$ cat src/hdl/depth_order_sorter_unit_macros.svh
// Assertion macros for the depth order sorter.
`ifndef DEPTH_ORDER_SORTER_UNIT_MACROS_SVH
`define DEPTH_ORDER_SORTER_UNIT_MACROS_SVH

// Same-cycle implication, disabled while in reset.
`define DOS_ASSERT_NOW(label, clk, rst_n, ante, cons) \
    label: assert property (@(posedge clk) disable iff (!rst_n) (ante) |-> (cons)) \
        else $error("depth order sorter: same-cycle check failed");

// Next-cycle implication, disabled while in reset.
`define DOS_ASSERT_NEXT(label, clk, rst_n, ante, cons) \
    label: assert property (@(posedge clk) disable iff (!rst_n) (ante) |=> (cons)) \
        else $error("depth order sorter: next-cycle check failed");

`endif

$ cat src/hdl/dos_pkg.sv
// Package: types, codes and sizes shared by the depth order sorter.
`timescale 1ns / 1ps
`default_nettype none

package dos_pkg;

    localparam int CAPACITY = 512;
    localparam int COUNT_W  = $clog2(CAPACITY + 1);
    localparam int INDEX_W  = 9;
    localparam int DEPTH_W  = 16;

    // action codes
    localparam logic [1:0] ACT_CLEAR  = 2'd0;
    localparam logic [1:0] ACT_INSERT = 2'd1;
    localparam logic [1:0] ACT_POP    = 2'd2;

    // status codes
    localparam logic [1:0] ST_OK    = 2'd0;
    localparam logic [1:0] ST_FULL  = 2'd1;
    localparam logic [1:0] ST_EMPTY = 2'd2;

    // command broadcast to every cell of the chain
    typedef enum logic [1:0] {
        OP_HOLD,
        OP_CLEAR,
        OP_INSERT,
        OP_POP
    } dos_op_t;

    typedef struct packed {
        logic                      valid;
        logic [INDEX_W-1:0]        index;
        logic signed [DEPTH_W-1:0] depth;
    } entry_t;

    typedef struct packed {
        logic [1:0]                action;
        logic [INDEX_W-1:0]        point_index;
        logic signed [DEPTH_W-1:0] depth;
    } in_item_t;

    typedef struct packed {
        logic [1:0]                status;
        logic [INDEX_W-1:0]        out_index;
        logic signed [DEPTH_W-1:0] out_depth;
    } out_item_t;

endpackage

`default_nettype wire

$ cat src/hdl/dos_cell.sv
// One compare-and-shift cell of the sorted chain.
`timescale 1ns / 1ps
`default_nettype none

module dos_cell (
    input  wire logic             clk,
    input  wire logic             rst_n,
    input  wire dos_pkg::dos_op_t op,
    input  wire dos_pkg::entry_t  new_entry,
    input  wire dos_pkg::entry_t  left_entry,
    input  wire logic             left_after,
    input  wire dos_pkg::entry_t  right_entry,
    output dos_pkg::entry_t       entry,
    output logic                  after
);
    import dos_pkg::*;

    logic                      valid_reg;
    logic                      valid_next;
    logic [INDEX_W-1:0]        index_reg;
    logic [INDEX_W-1:0]        index_next;
    logic signed [DEPTH_W-1:0] depth_reg;
    logic signed [DEPTH_W-1:0] depth_next;

    // new key goes at or before this cell unless this cell holds a key <= it
    assign after = !(valid_reg && (depth_reg <= new_entry.depth));

    assign entry.valid = valid_reg;
    assign entry.index = index_reg;
    assign entry.depth = depth_reg;

    always_comb
    begin
        valid_next = valid_reg;
        index_next = index_reg;
        depth_next = depth_reg;
        case (op)
            OP_CLEAR:
            begin
                valid_next = 1'b0;
            end
            OP_INSERT:
            begin
                if (after && left_after)
                begin
                    valid_next = left_entry.valid;
                    index_next = left_entry.index;
                    depth_next = left_entry.depth;
                end
                else if (after)
                begin
                    valid_next = 1'b1;
                    index_next = new_entry.index;
                    depth_next = new_entry.depth;
                end
            end
            OP_POP:
            begin
                valid_next = right_entry.valid;
                index_next = right_entry.index;
                depth_next = right_entry.depth;
            end
            default:
            begin
                valid_next = valid_reg;
            end
        endcase
    end

    always_ff @(posedge clk or negedge rst_n)
    begin
        if (!rst_n)
        begin
            valid_reg <= 1'b0;
        end
        else
        begin
            valid_reg <= valid_next;
        end
    end

    always_ff @(posedge clk)
    begin
        index_reg <= index_next;
        depth_reg <= depth_next;
    end

endmodule

`default_nettype wire

$ cat config.mk
export PLATFORM = sky130hd
export DESIGN_NAME = dos_cell
export DESIGN_NICKNAME = d
export VERILOG_FILES = /design/src/hdl/depth_order_sorter_unit_macros.svh /design/src/hdl/dos_pkg.sv /design/src/hdl/dos_cell.sv
export SDC_FILE = /design/constraint.sdc
export NUM_CORES = 1
export LEC_CHECK = 0
export BUFFER_PORTS_ARGS = -buffer_cell sky130_fd_sc_hd__buf_2
export CAP_MARGIN = 0
export CELL_PAD_IN_SITES_DETAIL_PLACEMENT = 0
export CELL_PAD_IN_SITES_GLOBAL_PLACEMENT = 2
export CORE_MARGIN = 2
export CORE_UTILIZATION = 27
export DETAILED_ROUTE_END_ITERATION = 8
export GPL_TIMING_DRIVEN = 0
export PLACE_DENSITY_LB_ADDON = 0.1
export SYNTH_ARGS = -nofsm -noshare
export SYNTH_HDL_FRONTEND = slang
export SYNTH_SLANG_ARGS = --single-unit
$ cat constraint.sdc
create_clock -name clk -period 3.6 [get_ports clk]
set_clock_uncertainty 0.15 [all_clocks]
set_input_delay 0.18 -clock clk [delete_from_list [all_inputs] [get_ports clk]]
set_output_delay 0.18 -clock clk [all_outputs]
set_load 0.01 [all_outputs]
## Yosys cells after proc, flatten, opt, wreduce, memory -nomap -nowiden

Index checks and enable logic that the tools add are counted.

- Flip-flop bits (word level): 26
- Bits of input ports: 83
- Output and inout port bits: 27

- $lt $le $gt $ge: 1
- Equality and inequality tests: 4
- Mux-type cells: 9
- Reductions and logical operators: 7

Operators by type and width:

| cell | count |
|---|---|
| 16-bit two-way mux | 2 |
| 16-bit one-hot mux with 2 select lines | 1 |
| 9-bit two-way mux | 2 |
| 9-bit one-hot mux with 2 select lines | 1 |
| 16-bit less-or-equal comparator | 1 |
| 2-bit == test (second input constant) | 2 |
| 2-bit AND reduction | 2 |
| 3-bit inequality test (second input constant) | 1 |
| 1-bit one-hot mux with 3 select lines | 1 |
| 3-bit nonzero test | 1 |
| 2-bit by 1-bit == test with 1-bit output (second input constant) | 1 |
| 1-bit logical AND | 2 |
| 1-bit two-way mux | 2 |
| 2-bit nonzero test | 1 |
| 1-bit logical NOT | 1 |

## Longest topological paths before layout

Gate-level depths: netlist of run 1.

- Word-level depth: 6
- Gate-level depth with buffers: 10
- Mapped depth without buffers: 8

## Worst setup path after synthesis of run 1

No wires, ideal clock.

- Path kind: flip-flop to flip-flop
- Start point: register depth_reg[3]
- End point: register depth_reg[0], enable pin
- Arrival: 2.536 ns
- Setup slack: 0.531 ns
- Cell stages (with the launch flop): 8
- Buffers on the path: 1
- Cells stage by stage: edfxtp_1 > ha_1 > a211o_1 > o41ai_4 > or2_1 > buf_6 > and3_2 > o21a_1

- Longest elaborated chain between the ends: 6

RTL lines:

| element | line | source |
|---|---|---|
| start, declared | dos_cell.sv:22 | `logic signed [DEPTH_W-1:0] depth_reg;` |
| start signal, assigned | dos_cell.sv:85 | `depth_reg <= depth_next;` |
| 16-bit less-or-equal comparator | dos_cell.sv:26 | `assign after = !(valid_reg && (depth_reg <= new_entry.depth));` |
| 1-bit logical AND | dos_cell.sv:26 |  |
| 1-bit logical NOT | dos_cell.sv:26 |  |
| named net after | dos_cell.sv:14 | `output logic after` |
| 1-bit logical AND | dos_cell.sv:44 | `if (after && left_after)` |
| 3-bit inequality test (no source line) | - |  |
| 2-bit AND reduction (no source line) | - |  |

The timed path passes the listed nets, and every way through them passes these cells.
A chain may end at the register's enable or synchronous reset.

## Final worst setup path of run 1

- Start point: register depth_reg[15]
- End point: register depth_reg[3], enable pin

- Longest elaborated chain between the ends: 6

RTL lines:

| element | line |
|---|---|
| 16-bit less-or-equal comparator (*) | dos_cell.sv:26 |
| 1-bit logical AND (*) | dos_cell.sv:26 |
| 1-bit logical NOT | dos_cell.sv:26 |
| 1-bit logical AND | dos_cell.sv:44 |
| 3-bit inequality test (no source line) (*) | - |
| 2-bit AND reduction (no source line) (*) | - |

Mark *: on every way between the ends. The rest lies on a longest branch, timed or not.

==> out/qor.txt, run 1 <==
top-area cell type share of the netlist area: 0.328
setup TNS: 0 ns
Synth Register Bits: 26
DP Wirelength: 5330 um
1st-iter DRT viols: 73
outcome: complete, no violations
die area: 0.00923 mm^2
Synth area leaders: edfxtp_1 (33%), a41oi_2 (14%), ha_1 (8.7%)
crit path DAT: 2.86 ns
Yosys warning count: 0
GRT Total Usage: 0.154
Worst Max-Slew Pin Slew: 0.691 ns
Logic pwr share: 0.376
met3 Use GR: 0.0345
Crit path required time: 3.37 ns
main flop type after synthesis: edfxtp_1
EDFF count, synth: 25
antenna violations before repair: 0
Worst Setup End Kind: register
first-pass iteration count of the detailed router: 4
Cell Rows: 33
Final Util: 0.367
final WL: 7040 um
Peak VDD IR: 0.152 mV
wire per inst: 16.2 um
headroom to the max-slew limit: 0.539
CTS tree: built
FILL cells: 883
final setup fails: 0
Max Buffers Root-to-Sink: 2
Post-Syn Area: 0.00229 mm^2
vias per cell: 4.91
largest net degree at the start of global routing: 26
DIE WIDTH: 96.1 um
Die H: 96.1 um
Synth Area per Inst: 10.5 um^2
share of post-route cells with drive strength above 1: 0.533
worst path cell trace: ha_1 > nand4_1 > nor2_1 > o22ai_2 > o21ai_2 > and3_2 > o21a_2
gp weighted congestion: 0.733
most common cell after layout, fill and taps aside: buf_2
Post-synth ARST share: 0.0385
Starting Density: 0.279
Synth Instances: 217
critical path's largest stage delay: 0.58 ns
maximum operating frequency: 324 MHz
Pleak: 1.29 nW
Largest register FFs: 16
cells on worst reg2reg path: 7
antenna-violating nets left: 0
CORE AREA: 0.00822 mm^2
MaxCap Viol Count: 0
worst hold margin: 0.0421 ns
commonest non-fill, non-tap cells in the layout: buf_2 (113), nor2_1 (28), o21ai_0 (25), edfxtp_1 (25)
met2 global-route usage: 0.263
vias: 2,134
grt total ovfl: 0
Net Switching: 0.312 mW
CTS Sinks: 26
Hold Crit Class: primary input to asynchronous set/reset pin
I/O Buffers: 108
Post-CTS Repair Setup Buffers: 0
unrepaired setup endpoints after global routing: no
post-layout min period: 3.09 ns
busiest layer in global routing: met2
count of pins over their slew limit: 0
Worst path slowest cell: o21a_2
CTS Buf Count: 3
worst setup path category: register to register
Residual DRC: 0
Yosys cell types: 40
vias in the first global route: 2,210
n_diodes: 0
FF-to-FF setup slack: 0.51 ns
sequential share of the synthesized area: 0.339
H-tree levels: 1
first-pass GRT wire length: 10,900 um
CP Launch Type: register
Critical path origin: depth_reg[15]
routing usage on met1: 0.202
leading area contributor after synthesis: edfxtp_1
Power Internal: 0.607 mW
syn_nets: 316
worst-path maximum fanout: 25
Seq pwr share: 0.423
# nets final: 430
Final period util: 0.858
FF-to-FF Start: depth_reg[15]
synthesis-to-layout area growth: 31.8%
switch share: 0.339
clock slew at reported path FFs: 0.10 ns
RR Endpoint: depth_reg[3]
clk root buf: clkbuf_8
pwr dens: 305 mW/mm^2
clock network latency to the later pin of the worst-skew pair: 0.28 ns
Hold Fails Final Rpt: 0
clock share of power: 0.201
I/O pin count: 110
[metrics by stage]
step                cell area [um^2]  setup slack, ns  cells  total power, mW
finish                          3020            0.511    435            0.919
floorplan                       2290            0.531    217            0.612
global route                    3020            0.277    435            0.982
CTS                             3020           0.0607    435            0.934
detailed placement              2960           0.0668    430            0.744
global placement                2960            0.125    430            0.746
[synth_stat cells, types with 2 or more instances]
master / number
a21oi_1: 8
a21oi_2: 20
a41oi_1: 5
a41oi_2: 20
buf_12: 2
buf_2: 5
buf_6: 3
clkbuf_1: 3
clkbuf_8: 2
edfxtp_1: 25
ha_1: 16
inv_1: 17
nand2_1: 5
nand4_1: 4
nor2_1: 28
o21a_1: 3
o21ai_0: 25
o21ai_1: 3
o21ai_2: 2
[worst max-delay path by stage]
stage	endpoint	depth (start not counted)	slack, ns
after global placement	index_reg[7]	7	0.12
after global routing	index_reg[5]	7	0.28
final	depth_reg[3]	7	0.51
after detailed placement	index_reg[4]	7	0.07
after floorplan	depth_reg[0]	7	0.53
after CTS	depth_reg[0]	7	0.06
[power by group through the flow]
stage	sequential (mW)	combinational, mW	clock [mW]
3_5_place_dp	0.397	0.347	0
5_1_grt	0.393	0.385	0.203
4_1_cts	0.390	0.350	0.194
3_3_place_gp	0.397	0.348	0
2_1_floorplan	0.410	0.203	0
6_report	0.389	0.346	0.185
[kinds of logic after synthesis]
logic type	after synthesis	share of synthesized area
DFF	26	0.339
adders and majority gates	16	0.0875
and+or+nand+nor	47	0.103
AOI/OAI and AO/OA	94	0.377
buffers and inverters	34	0.0929
[cell type report]
cell class	instances	area, um^2	area share
multi-input cells	157	1300	0.431
plain buffers	17	149	0.0494
repair buffers	109	551	0.182
well taps	105	131	0.0436
clock buffers	4	45.0	0.0149
inverters	17	63.8	0.0212
flip-flops and latches	26	776	0.257
[worst max-delay path: cells and delay by family, from the launching register on]
| family | cells | cell delay (ns) |
|---|---|---|
| DFF | 1 | 0.42 |
| AOI/OAI and AO/OA | 3 | 1.08 |
| adders and majority gates | 1 | 0.35 |
| and+or+nand+nor | 3 | 0.72 |
[layer usage]
layer | share of wire | routed length, um
met4 | 0.0088 | 62
met1 | 0.45 | 3150
met5 | 0 | 0
met3 | 0.069 | 487
met2 | 0.47 | 3340
[what timing repair did]
item	in CTS	in global routing
gates resized for setup	0	1
endpoints found under the hold margin	1	0
hold buffers	1	0
setup endpoints to repair	0	25
Power figures use the tool's default switching activity.
==> run 2, diff against run 1 <==
--- a/config.mk
+++ b/config.mk
@@ -5,12 +5,13 @@
 export SDC_FILE = /design/constraint.sdc
 export NUM_CORES = 1
 export LEC_CHECK = 0
+export ABC_AREA = 1
 export BUFFER_PORTS_ARGS = -buffer_cell sky130_fd_sc_hd__buf_2
 export CAP_MARGIN = 0
 export CELL_PAD_IN_SITES_DETAIL_PLACEMENT = 0
 export CELL_PAD_IN_SITES_GLOBAL_PLACEMENT = 2
 export CORE_MARGIN = 2
-export CORE_UTILIZATION = 27
+export CORE_UTILIZATION = 24
 export DETAILED_ROUTE_END_ITERATION = 8
 export GPL_TIMING_DRIVEN = 0
 export PLACE_DENSITY_LB_ADDON = 0.1
==> run 2 against run 1 <==
  * Hold slack worse by 0.0071 ns
  * Synthesized cell count is 24% higher
  * Non-clock buffer count is 3 lower
  * Critical path depth is 2 higher
  * Die area is 1.8% higher
  * Count of clock-buffer cells in the layout is 1 lower
  * Fmax is 18% higher
  * Utilization is 2.7 points lower
  * Via count is 1.1% lower
  * Synthesized area is 9.5% lower
  * Critical path type unchanged
  * Critical endpoint is now depth_reg[4]
  * Largest cell class unchanged
==> out/qor.txt, run 2 <==
outcome: complete, no violations
CP Launch Type: register
worst path cell trace: ha_1 > a21oi_1 > nand2_1 > a21oi_1 > nand2_1 > nand2_1 > nand3_2 > a31oi_4 > buf_16
clock network latency to the later pin of the worst-skew pair: 0.27 ns (about the same)
vias: 2,110 (-1.1%)
Logic pwr share: 0.387 (+0.011)
headroom to the max-slew limit: 0.600 (+0.0602)
Pleak: 1.50 nW (+17%)
CTS Buf Count: 3 (unchanged)
Starting Density: 0.250 (-0.0289)
critical path's largest stage delay: 0.51 ns (-0.07 ns)
DIE WIDTH: 96.9 um (+0.88%)
Die H: 96.9 um (+0.88%)
top-area cell type share of the netlist area: 0.362 (+0.0343)
post-layout min period: 2.61 ns (-0.476 ns)
Post-synth top cells: nand2_1 (73), nand3_1 (55), inv_1 (36)
Yosys warning count: 0 (unchanged)
synthesis-to-layout area growth: 36.4%
Peak VDD IR: 0.139 mV (-8.5%)
leading area contributor after synthesis: edfxtp_1
CTS-repair resized insts: 0 (unchanged)
Crit path required time: 3.45 ns (+0.08 ns)
# nets final: 481 (+12%)
main flop type after synthesis: edfxtp_1
largest net degree at the start of global routing: 15 (-42%)
Net Switching: 0.332 mW (+6.4%)
Max Buffers Root-to-Sink: 2 (unchanged)
CP top delay family: compound AO/OA/AOI/OAI gates
worst-path maximum fanout: 13 (-48%)
crit path DAT: 2.46 ns (-0.40 ns)
Hold Fails Final Rpt: 0 (unchanged)
Residual DRC: 0 (unchanged)
sequential share of the synthesized area: 0.374 (+0.0354)
GRT Total Usage: 0.140 (-0.0139)
grt total ovfl: 0 (unchanged)
Synth area leaders: edfxtp_1 (36%), nand3_1 (13%), nand2_1 (13%)
Final period util: 0.726 (-0.132)
Synth Register Bits: 26 (unchanged)
gp weighted congestion: 0.728 (-0.68%)
Synth Area per Inst: 7.67 um^2 (-27%)
syn_nets: 369 (+17%)
1st-iter DRT viols: 60 (-18%)
maximum operating frequency: 383 MHz (+18%)
H-tree levels: 1 (unchanged)
CTS Sinks: 26 (unchanged)
Post-Syn Area: 0.00207 mm^2 (-9.5%)
clock slew at reported path FFs: 0.10 ns (about the same)
MaxCap Viol Count: 0 (unchanged)
vias in the first global route: 2,099 (-5.0%)
share of post-route cells with drive strength above 1: 0.320 (-0.213)
Yosys cell types: 20 (-50%)
clk root buf: clkbuf_8
Worst Setup End Kind: register
antenna-violating nets left: 0 (unchanged)
Power Internal: 0.616 mW (+1.4%)
first-pass iteration count of the detailed router: 4 (unchanged)
Worst Max-Slew Pin Slew: 0.601 ns (-0.0903 ns)
Largest register FFs: 16 (unchanged)
I/O Buffers: 105 (-2.8%)
setup TNS: 0 ns (unchanged)
Hold Crit Class: primary input to asynchronous set/reset pin
Post-synth ARST share: 0.0385 (unchanged)
wire per inst: 13.7 um (-16%)
unrepaired setup endpoints after global routing: no
count of pins over their slew limit: 0 (unchanged)
I/O pin count: 110 (unchanged)
worst hold margin: 0.0351 ns (-0.00707 ns)
vias per cell: 4.34 (-12%)
Pwr Total: 0.947 mW (+3.1%)
EDFF count, synth: 25 (unchanged)
antenna violations before repair: 1 (+1)
DP Wirelength: 5110 um (-4.1%)
first-pass GRT wire length: 10,600 um (-2.7%)
CORE AREA: 0.00830 mm^2 (+1.0%)
FILL cells: 919 (+4.1%)
count leader, synth: nand2_1
die area: 0.00939 mm^2 (+1.8%)
pwr dens: 335 mW/mm^2 (+10%)
switch share: 0.350 (+0.0108)
Synth Instances: 270 (+24%)
# placed instances: 481 (+12%)
Worst path slowest cell: a31oi_4
Worst path most repeated cell: nand2_1
clock share of power: 0.187 (-0.014)
commonest non-fill, non-tap cells in the layout: buf_2 (108), nand2_1 (73), nand3_1 (55), inv_1 (36)
Cell Rows: 33 (unchanged)
final setup fails: 0 (unchanged)
most common cell after layout, fill and taps aside: buf_2
n_diodes: 0 (unchanged)
Seq pwr share: 0.425 (+0.002)
worst setup path category: register to register
final WL: 6640 um (-5.7%)
CTS tree: built
non-filler instance count after layout: 486 (+12%)
WP buf/inv: 1 (+1)
run 2: changes by cell type after synthesis, sizes merged, moves of 3 or more:
cell and change:
nand3b +24, o21a -4, nor4 -3, inv +19, o21ai -29, nand3 +56, a41oi -25, nand2 +70
buf -4, clkbuf +3, nor2 -22, a21oi -20, nand4 -3
run 2: power by group through the flow:
stage / clock network, mW / registers, mW / logic (mW)
floorplan: 0 / 0.427 / 0.205
global placement: 0 / 0.411 / 0.364
detailed placement: 0 / 0.411 / 0.374
CTS: 0.189 / 0.404 / 0.375
global route: 0.198 / 0.408 / 0.421
finish: 0.178 / 0.403 / 0.367
run 2: routing by layer:
layer | part of all wire | up-vias | GRT usage
li1 | - | 1120 | -
met2 | 0.46 | 62 | 0.233
met3 | 0.056 | 2 | 0.0289
met5 | 0 | - | 0
met1 | 0.48 | 926 | 0.188
met4 | 0.0057 | 0 | 0.0293
run 2: kinds of logic (layout without fill, tap and decap cells):
family	after synthesis	in the layout	synth area share
AOI/OAI and AO/OA	11	11	0.0284
and+or+nand+nor	165	165	0.392
DFF	26	26	0.374
adders and majority gates	16	16	0.0966
buffers and inverters	52	163	0.109
run 2: per-stage QoR:
step                instance area (um^2)   util  setup slack [ns]
CTS                                 2830  0.341             0.935
floorplan                           2070      -             0.401
global placement                    2730  0.329            -0.590
finish                              2830  0.341             0.987
detailed placement                  2770  0.334             0.965
global route                        2830  0.341             0.767
run 2: what timing repair did:
item	CTS	global route
endpoints found under the hold margin	1	0
buffers inserted	0	0
hold buffers	1	0
run 2: path summary, 6_finish.rpt:
path                                       from             to  slack, ns  cells past startpoint
worst max-delay path              depth_reg[11]   depth_reg[4]       0.99                      9
max in group asynchronous                 rst_n      valid_reg       3.18                      2
worst min register to register        valid_reg      valid_reg       0.57                      2
worst min-delay path                      rst_n      valid_reg       0.04                      2
worst max register to register    depth_reg[11]   depth_reg[4]       0.99                      9
min in group clk                right_entry[10]  depth_reg[10]       0.05                      3
run 2: cell type report:
| class | count | area, um^2 | share of cell area |
|---|---|---|---|
| well taps | 105 | 131 | 0.0465 |
| flip-flops and latches | 26 | 776 | 0.274 |
| clock buffers | 3 | 41.3 | 0.0146 |
| inverters | 36 | 135 | 0.0478 |
| multi-input cells | 192 | 1090 | 0.384 |
| plain buffers | 16 | 90.1 | 0.0319 |
| repair buffers | 107 | 563 | 0.199 |
| clock inverters | 1 | 3.75 | 0.00133 |
